### config.mk
export PLATFORM = sky130hd
export DESIGN_NAME = bdag_sqrt_stage
export DESIGN_NICKNAME = d
export VERILOG_FILES = /design/src/hdl/bdag_sqrt_stage.sv
export SDC_FILE = /design/constraint.sdc
export NUM_CORES = 1
export LEC_CHECK = 0
export ABC_AREA = 1
export ABC_CLOCK_PERIOD_IN_PS = 2200
export BUFFER_PORTS_ARGS = -buffer_cell sky130_fd_sc_hd__buf_4
export CAP_MARGIN = 20
export CORE_UTILIZATION = 33
export DETAILED_ROUTE_END_ITERATION = 8
export GPL_TIMING_DRIVEN = 0
export PLACE_DENSITY = 0.64
export SYNTH_ARGS = -nofsm -noshare
export SYNTH_HDL_FRONTEND = slang
export SYNTH_SLANG_ARGS = --single-unit
### constraint.sdc
create_clock -name vclk -period 2.2
set_clock_uncertainty 0.05 [all_clocks]
set_input_delay 0.44 -clock vclk [all_inputs]
set_output_delay 0.44 -clock vclk [all_outputs]
set_load 0.03 [all_outputs]
### src/hdl/bdag_sqrt_stage.sv
// One restoring square-root step (one result bit).
// Depends on nothing; chained by beamform_delay_address_gen.
module bdag_sqrt_stage (
    input  logic [35:0] rem_in,
    input  logic [17:0] root_in,
    input  logic [1:0]  pair,
    output logic [35:0] rem_out,
    output logic [17:0] root_out
);
    logic [37:0] shifted;
    logic [37:0] trial;

    // Bring down two bits and try root*4+1
    always_comb
    begin
        shifted = {rem_in, pair};
        trial   = {18'd0, root_in, 2'b01};
        if (shifted >= trial)
        begin
            rem_out  = 36'(shifted - trial);
            root_out = {root_in[16:0], 1'b1};
        end
        else
        begin
            rem_out  = shifted[35:0];
            root_out = {root_in[16:0], 1'b0};
        end
    end
endmodule

==> out/qor.yml <==
critical_path:
  worstPathRequired_ns: 1.71
  cp-start-kind: "primary input"
  max_stage_delay_ns: 0.28
  worstSetupStartpoint: "root_in[13]"
  cp_top_family: "simple AND/OR/NAND/NOR gates"
  cpMaxStageDelayCell: "ha_4"
  crit_buf_inv: 6
  crit_path_cell_trace: "buf_8 > inv_4 > ha_4 > nand2_4 > nor2_4 > nand2_2 > nor3_4 > nand3b_1 > nand2_2 > nor2_4 > buf_12 > buf_12 > buf_16 > a21oi_4 > buf_6"
  endpoint_kind: "primary output"
  crit_type: "in2out"
  path_max_fanout: 7
  cp.arrival_ns: 2.32
cells_and_area:
  seq_cells: 0
  nNetsFinal: 764
  ff_latch_area_um2: 0
  syn2layout_area_growth_pct: 92.44
  clkbuf_count: 0
  diodes: 0
  drive_gt1_share_pct: 48.98
  fillCellCount: 708
power_and_ir_drop:
  intPower_w: 0.0006902
  power.share.switching_pct: 54.75
  pwr-share-clk_pct: 0
  p_leak_nw: 2.535
  p_per_area_nw_per_um2: 297.2
  peakVddDrop_mv: 0.2040
  p_sw_w: 0.0008350
  p_comb_share_pct: 100.0
  power_frac_seq_pct: 0
yosys:
  synthMuxAreaShare_pct: 0
  ys.warnings.count: 0
  synthAdderAreaFrac_pct: 9.385
  syn-num-nets: 613
  synth_compound_area_share_pct: 11.31
  synth_area_leader_cell: "nand2_1"
  synth_top_family_by_area: "simple AND/OR/NAND/NOR gates"
  ys_seq_area_share_pct: 0
  synth_xor_xnor_area_share_pct: 4.927
  yosysMostFrequentCell: "nand2_1"
  synthSimpleGateAreaFrac_pct: 53.59
  syn_avg_cell_area_um2: 4.965
  yosysTopAreaCellShare_pct: 27.45
  synth_area_um2: 2666
  synth_cells: 537
  synth_common_cells: "nand2_1 (195), inv_1 (94), nor2_1 (59)"
  synthTopCellsByArea: "nand2_1 (27%), inv_1 (13%), ha_1 (9.4%), nor2_1 (8.3%), nand3_1 (6.8%)"
  synth_cell_types: 26
global_route:
  grt_max_degree: 11
  antenna_found_initial: 0
  track_usage_pct: 26.62
  grt_pass1_wl_um: 17890
  overflow: 0
  grt_pass1_vias: 3705
timing:
  worst_slew_pin_slew_ns: 0.5090
  setup_viol: 37
  min_period_ns: 2.810
  max_freq_mhz: 355.8
  finalCritPeriodShare_pct: 127.7
  drv_slew: 0
  slew_headroom_pct: 66.07
  grt_setup_unrepaired: "yes"
  hold_violations: 0
  finalWorstSetupSlack_ns: -0.6103
  whs_ns: 1.130
die:
  fp.dieW_um: 91.89
  io_pins: 110
  start_util_pct: 34.33
  die-area_um2: 8443
  placementRows: 32
  die_h_um: 91.89
  core_um2: 7767
place:
  gp_congestion: 0.8853
  dp_slack_ns: -0.7748
  post-dp-hpwl_um: 8895
  portBuffers: 110
route:
  vias: 3807
  drtIter0Drc: 95
  wirelength_um: 11690
  ant_nets: 0
  drc: 0
  viasPerCell: 4.831
  wire_per_inst_um: 14.83
  drt_pass1_iterations: 4
run:
  drv_cap: 0
hold_path:
  hp-start: "root_in[11]"
  min-delay-path-class: "in2out"
run_status:
  outcome: "complete, but fails checks"
  violations: "setup timing"
clock_tree:
  cts_hold_buf: 0
[worst paths after layout]
path	cells after the start	endpoint
setup / recovery	15	rem_out[33]
hold / removal	3	root_out[12]
[timing repair]
item / in CTS / in global routing
endpoints found under the setup margin: 37 / 37
pin swaps: 32 / 31
cloned: 2 / 1
gates resized for setup: 114 / 43
setup buffers: 29 / 11
[layout by cell type (no fill, tap or decap), types with 8 or more instances in the layout]
master   count
nor2_2       8
nor2_1      50
ha_4        19
o21ai_4     14
buf_4      107
nand4_1     14
nand2_2     40
nand3_1     33
a21oi_4     15
inv_1       72
inv_2       19
buf_6       50
xnor2_1     10
nand2_1    155
nand2_4     13
[logic make-up after synthesis]
logic type,Yosys count
fa+ha+maj,20
compound gates,48
buf+inv,121
simple gates,333
xor+xnor,15
[metrics by stage]
step / util [%] / power (W) / setup TNS [ns] / cells / area, um2
2_1_floorplan: - / 0.0008539 / -6.995 / 537 / 3272
3_3_place_gp: 54.40 / 0.001246 / -25.00 / 749 / 4225
3_5_place_dp: 54.40 / 0.001252 / -24.87 / 749 / 4225
4_1_cts: 63.32 / 0.001439 / -19.70 / 779 / 4918
5_1_grt: 66.06 / 0.001618 / -23.20 / 788 / 5131
6_report: 66.06 / 0.001525 / -19.46 / 788 / 5131
[worst min-delay path, stage by stage]
cell	delay, ns
buf_6	0.07
buf_4	0.09
buf_4	0.14
[power groups by stage]
stage	Sequential, W	Clock [W]	Combinational, W
after floorplan	0	0	0.000854
after global placement	0	0	0.00125
after detailed placement	0	0	0.00125
after CTS	0	0	0.00144
after global routing	0	0	0.00162
final	0	0	0.00153
[per-layer routing]
layer	GRT usage [%]	routed length, um	up-vias
li1	-	-	1942
met3	0.6633	550	9
met1	34.91	5099	1738
met4	2.604	139	0
met5	0	0	-
met2	49.75	5897	118
[final cells by class]
type	count	area, um2	share of cell area, %
Buffer	21	206.4	4.023
Inverter	98	395.4	7.705
Multi-Input combinational cell	416	2957	57.62
Tap cell	102	127.6	2.487
Timing Repair Buffer	151	1445	28.16
No activity file was read; power rests on OpenSTA's default activity.
