<file path="src/hdl/bdag_pkg.sv">
// Package for the beamforming delay address generator.
// Holds payload structs and fixed-point constants; no dependencies.
package bdag_pkg;

    typedef struct packed {
        logic [6:0]  pixel_row;
        logic [6:0]  pixel_col;
        logic [11:0] newest_addr;
    } in_word_t;

    typedef struct packed {
        logic [47:0] left_addrs_low;
        logic [47:0] left_addrs_high;
        logic [47:0] right_addrs_low;
        logic [47:0] right_addrs_high;
        logic [39:0] left_weights;
        logic [47:0] right_weights;
    } out_word_t;

    localparam logic [1:0] REG_X     = 2'd0;
    localparam logic [1:0] REG_Y     = 2'd1;
    localparam logic [1:0] REG_FOCAL = 2'd2;

    localparam logic [14:0] FOCAL_RESET = 15'd15877;
    localparam int SQRT_STEPS = 18;   // result bits of sqrt(d2 << 18), 35-bit radicand
    localparam int QUOT_BITS  = 10;   // delay wraps to 10 bits, only low bits needed

endpackage

</file>
<file path="src/hdl/bdag_divider.sv">
// Pipelined signed floor divider: q = floor(num / den), low QUOT_BITS of q.
// Uses bdag_pkg; NUM_BITS + 2 registered stages in all, one quotient bit per low stage.
module bdag_divider #(
    parameter int NUM_BITS = 30
) (
    input  logic                clk,
    input  logic                rst_n,
    input  logic                advance,
    input  logic [NUM_BITS-1:0] num,
    input  logic [17:0]         den,
    output logic [9:0]          quot
);
    localparam int QB = bdag_pkg::QUOT_BITS;

    // floor(n/d) for n<0 is -ceil(|n|/d) = ~floor((|n|-1)/d)
    // A zero divisor yields a zero quotient: divide zero by one instead.
    logic                neg_in;
    logic                zero_den;
    logic [NUM_BITS-1:0] mag_in;
    logic [17:0]         den_in;

    always_comb
    begin
        zero_den = (den == 18'd0);
        neg_in   = num[NUM_BITS-1] && !zero_den;
        if (zero_den)
            mag_in = '0;
        else
            mag_in = neg_in ? NUM_BITS'(~num) : num;
        den_in   = zero_den ? 18'd1 : den;
    end

    logic [NUM_BITS-1:0] mag_reg  [QB+1];
    logic [18:0]         rem_reg  [QB+1];
    logic [QB-1:0]       q_reg    [QB+1];
    logic                neg_reg  [QB+1];
    logic [17:0]         den_reg  [QB+1];

    // Stage 0: high part of the quotient is discarded by the 10-bit wrap,
    // so start from the remainder of mag >> QB modulo den.
    // Remainder of the high part is computed with a long division chain cut in stages.
    localparam int HB = NUM_BITS - QB;

    // High-part remainder: HB steps, split across the pre-pipeline below
    logic [18:0] hrem_reg [HB+1];
    logic [NUM_BITS-1:0] hmag_reg [HB+1];
    logic hneg_reg [HB+1];
    logic [17:0] hden_reg [HB+1];

    always_ff @(posedge clk or negedge rst_n)
    begin
        if (!rst_n)
        begin
            for (int k = 0; k <= HB; k++)
            begin
                hneg_reg[k] <= 1'b0;
            end
        end
        else if (advance)
        begin
            hneg_reg[0] <= neg_in;
            for (int k = 1; k <= HB; k++)
            begin
                hneg_reg[k] <= hneg_reg[k-1];
            end
        end
    end

    always_ff @(posedge clk)
    begin
        if (advance)
        begin
            hrem_reg[0] <= '0;
            hmag_reg[0] <= mag_in;
            hden_reg[0] <= den_in;
            for (int k = 1; k <= HB; k++)
            begin
                logic [19:0] sh;
                sh = {hrem_reg[k-1], hmag_reg[k-1][NUM_BITS-k]};
                if (sh >= {2'b0, hden_reg[k-1]})
                    hrem_reg[k] <= 19'(sh - {2'b0, hden_reg[k-1]});
                else
                    hrem_reg[k] <= sh[18:0];
                hmag_reg[k] <= hmag_reg[k-1];
                hden_reg[k] <= hden_reg[k-1];
            end
        end
    end

    always_ff @(posedge clk or negedge rst_n)
    begin
        if (!rst_n)
        begin
            for (int k = 0; k <= QB; k++)
            begin
                neg_reg[k] <= 1'b0;
            end
        end
        else if (advance)
        begin
            neg_reg[0] <= hneg_reg[HB];
            for (int k = 1; k <= QB; k++)
            begin
                neg_reg[k] <= neg_reg[k-1];
            end
        end
    end

    // Low quotient bits, one per stage
    always_ff @(posedge clk)
    begin
        if (advance)
        begin
            rem_reg[0] <= hrem_reg[HB];
            mag_reg[0] <= hmag_reg[HB];
            den_reg[0] <= hden_reg[HB];
            q_reg[0]   <= '0;
            for (int k = 1; k <= QB; k++)
            begin
                logic [19:0] sh;
                sh = {rem_reg[k-1], mag_reg[k-1][QB-k]};
                if (sh >= {2'b0, den_reg[k-1]})
                begin
                    rem_reg[k] <= 19'(sh - {2'b0, den_reg[k-1]});
                    q_reg[k]   <= {q_reg[k-1][QB-2:0], 1'b1};
                end
                else
                begin
                    rem_reg[k] <= sh[18:0];
                    q_reg[k]   <= {q_reg[k-1][QB-2:0], 1'b0};
                end
                mag_reg[k] <= mag_reg[k-1];
                den_reg[k] <= den_reg[k-1];
            end
        end
    end

    assign quot = neg_reg[QB] ? ~q_reg[QB] : q_reg[QB];
endmodule

</file>
<file path="config.mk">
export PLATFORM = sky130hd
export DESIGN_NAME = bdag_divider
export DESIGN_NICKNAME = d
export VERILOG_FILES = /design/src/hdl/bdag_pkg.sv /design/src/hdl/bdag_divider.sv
export SDC_FILE = /design/constraint.sdc
export NUM_CORES = 2
export LEC_CHECK = 0
export BUFFER_PORTS_ARGS = -buffer_cell sky130_fd_sc_hd__clkbuf_2
export CAP_MARGIN = 20
export CORE_AREA = 8 8 371 373
export DETAILED_ROUTE_END_ITERATION = 12
export DIE_AREA = 0 0 379 381
export GPL_TIMING_DRIVEN = 0
export PLACE_DENSITY = 0.85
export SETUP_SLACK_MARGIN = 0.4
export SLEW_MARGIN = 5
export SYNTH_ARGS = -nofsm -noshare
export SYNTH_HDL_FRONTEND = slang
export SYNTH_SLANG_ARGS = --single-unit
export TNS_END_PERCENT = 20
</file>
<file path="constraint.sdc">
create_clock -name clk -period 5.3 [get_ports clk]
set_input_delay 0.265 -clock clk [delete_from_list [all_inputs] [get_ports clk]]
set_output_delay 0.265 -clock clk [all_outputs]
set_load 0.02 [all_outputs]
</file>
==> results.md <==
* Synth top area share at around three fifths
* Core area at approximately 130000 um^2
* Vias per inst at 6.113
* Seq cells post-synth at between 1500 and 2000
* Largest family of logic cells by synthesized area: compound AO/OA/AOI/OAI gates
* Routed Antenna Nets at 0
* Final std cells w/o fill at approximately 9000
* Overall Power at ~52 mW
* Crit path DAT at 5.11 ns
* Critical path required time at 5.72 ns
* Synth Area in XOR/XNOR at 4.175%
* Initial Util at 64.31%
* Setup-failing EPs final at 0
* Vias in the first global route at 56051
* Clk_lat worst skew at 0.84 ns
* Tcrit/Tclk final at around 90%
* Synth area leaders: edfxtp_1 59%, ha_1 7.7%, inv_1 2.9%, a21oi_1 2.8%, mux2_2 2.7%
* Yosys top cell by area: edfxtp_1
* Worst slew pin tran at 1.214 ns
* Syn Inst Count at about 7000
* Layout cells sized above 1 at approximately a tenth
* Final hold viol count at 0
* H-tree levels at 4
* Post-synth EDFFs at 1657
* First-pass GRT wire length at 304200 um
* Port Buf Inserts at 59
* Placed insts at 8773
* Max reg flops at 420
* Vias at ~56000
* Sink Count at 1690
* Initial antenna violation count at 3
* Grt total ovfl at 0
* Root Driver: clkbuf_16
* Fmax at 213.3 MHz
* Pleak at 37.46 nW
* Final-report max-slew violation count at 0
* Die Area at 144400 um^2
* RSZ-0062 raised after global routing: false
* Synth Area in Compound Gates at roughly an eighth
* Violation count after the first detailed-route iteration at 5241
* TNS Setup at 0 ns
* Simple-gate area share of the yosys netlist at 8.785%
* Tmin final at roughly 4.7 ns
* Critical path class: input port to flop
* Nets at 7841
* GRT Overall Usage at a little over a quarter
* Post-DP Area at between 80000 and 90000 um^2
* First drt pass iteration count at 6
* Worst VDD drop at 0.3634 mV
* Layout Skew at 0.08026 ns
* Adder-cell share of the synthesized area at 8.376%
* Synth Flop Type: edfxtp_1
* CTS Buf Count at between 150 and 200
* DR DRC count at 0
* GPL Wtd Cong at 0.9388
* Pwr/cell area at 554.8 nW/um^2
* IO Count at 61
* Post-synth cell types at 97
* Largest net degree at the start of global routing at 117
* Final HPWL DP at 135400 um
* Hold crit path type: input port to flop
* CTS tree: built
* Clock-pin slew on the worst setup and hold paths at roughly 0.060 ns
* Final WL at about 200000 um
* Max-slew headroom at 19.03%
* Die width at ~380 um
* Outcome: complete, no violations
* Avg Inst Size Synth at 12.27 um^2
* Max Fanout on Critical Path at 111
* Synth async-reset ratio at 1.893%
* # rows at 134
* Area growth, synth to finish at 11.22%
* Crit end category: flop
* Seq/Total Area, Yosys at 59.53%
* Commonest cells after routing, fill and taps aside: 1657 x edfxtp_1, 665 x inv_1, 524 x ha_1
* Max_cap viols at 0
* Commonest non-fill, non-tap cell in the layout: edfxtp_1
* Syn_nets at ~7500
* Ys Warns at 0
* WL/cell at 21.32 um
* Mapped cell area at between 80000 and 90000 um^2
* Die height at 381 um
* Fin area at ~94000 um^2
* Mux contribution to synthesized area at 3.020%
* Critical Path Start Type: input port
* Clock Path Buffers at 3
Yosys cell counts, types with 32 or more instances:
cell type,instances
a31oi_1,60
or2_2,32
nand2b_1,52
o21ai_0,386
a211oi_1,56
dfrtp_1,32
or3_1,32
nand4_1,79
nand3_1,90
nor3_1,118
a21oi_1,480
edfxtp_1,1657
xnor2_1,261
o31ai_1,50
o21a_1,97
o21bai_1,41
clkbuf_1,133
nor2_1,470
inv_1,665
mux2_2,206
nand2_1,424
nor4_1,35
ha_1,524
and3_1,37
nor2b_1,104
xor2_1,144
a21o_1,197
power breakdown:
part	switching [mW]	internal, mW
logic	11.0	8.49
clock network	5.34	7.18
registers	1.75	18.7
total	18.1	34.4
logic make-up after synthesis:
logic type,after synthesis
muxes,229
buffers and inverters,840
xor gates and xnor gates,405
adders and majority gates,552
and+or+nand+nor,1570
other,1
AOI/OAI and AO/OA,1639
DFF,1690
routing by layer:
metal  GRT usage [%]  vias up  routed length [um]
li1                -    26153                   -
met1           32.84    27016               76380
met2           46.08     2232               98140
met3           4.042      556               11790
met5               0        -                  20
met4           11.38        2                8796
layout make-up:
cell class / instances / area [um^2]
diodes: 1 / 2.502
well taps: 1768 / 2212
inverters: 666 / 2500
plain buffers: 174 / 758.2
clock inverters: 118 / 1480
clock buffers: 200 / 4417
repair buffers: 141 / 1413
multi-input cells: 4396 / 31140
fillers: 8522 / 37620
flip-flops and latches: 1690 / 50580
worst paths after layout:
kind	start	to	slack (ns)	cells past startpoint
min in group asynchronous	rst_n	hneg_reg[11]$_DFFE_PN0P_	0.09	2
min	advance	hmag_reg[0][18]$_SDFFCE_PN0P_	0.06	2
max	advance	hrem_reg[2][14]$_DFFE_PP_	0.61	8
max in group asynchronous	rst_n	neg_reg[3]$_DFFE_PN0P_	4.69	2
max reg2reg	hmag_reg[0][174]$_DFFE_PP_	hrem_reg[0][131]$_DFFE_PP_	1.13	11
min reg2reg	q_reg[0][10]$_DFFE_PP_	q_reg[0][21]$_DFFE_PP_	0.36	0
critical path, stage by stage:
cell and delay, ns:
clkbuf_8 0.14, buf_16 0.38, buf_16 0.50, buf_16 0.48, buf_16 0.42, clkbuf_2 0.69
clkbuf_1 0.96, clkbuf_1 0.85
what timing repair did:
item | 4_1_cts | 5_1_grt
setup buffers | 0 | 0
resized for setup | 0 | 0
endpoints found under the hold margin | 117 | 0
hold buffers | 50 | 0
stage by stage:
| stage | utilization (%) | setup slack (ns) | hold slack (ns) |
|---|---|---|---|
| final | 71.53 | 0.6111 | 0.06110 |
| after global routing | 71.53 | 0.4953 | 0.06007 |
| after CTS | 71.40 | 0.7310 | 0.01269 |
| after detailed placement | 66.55 | -0.3265 | 0.3874 |
| after global placement | 66.21 | -19.45 | 0.3564 |
| after floorplan | - | 2.216 | -0.03059 |
Power figures use the tool's default switching activity.
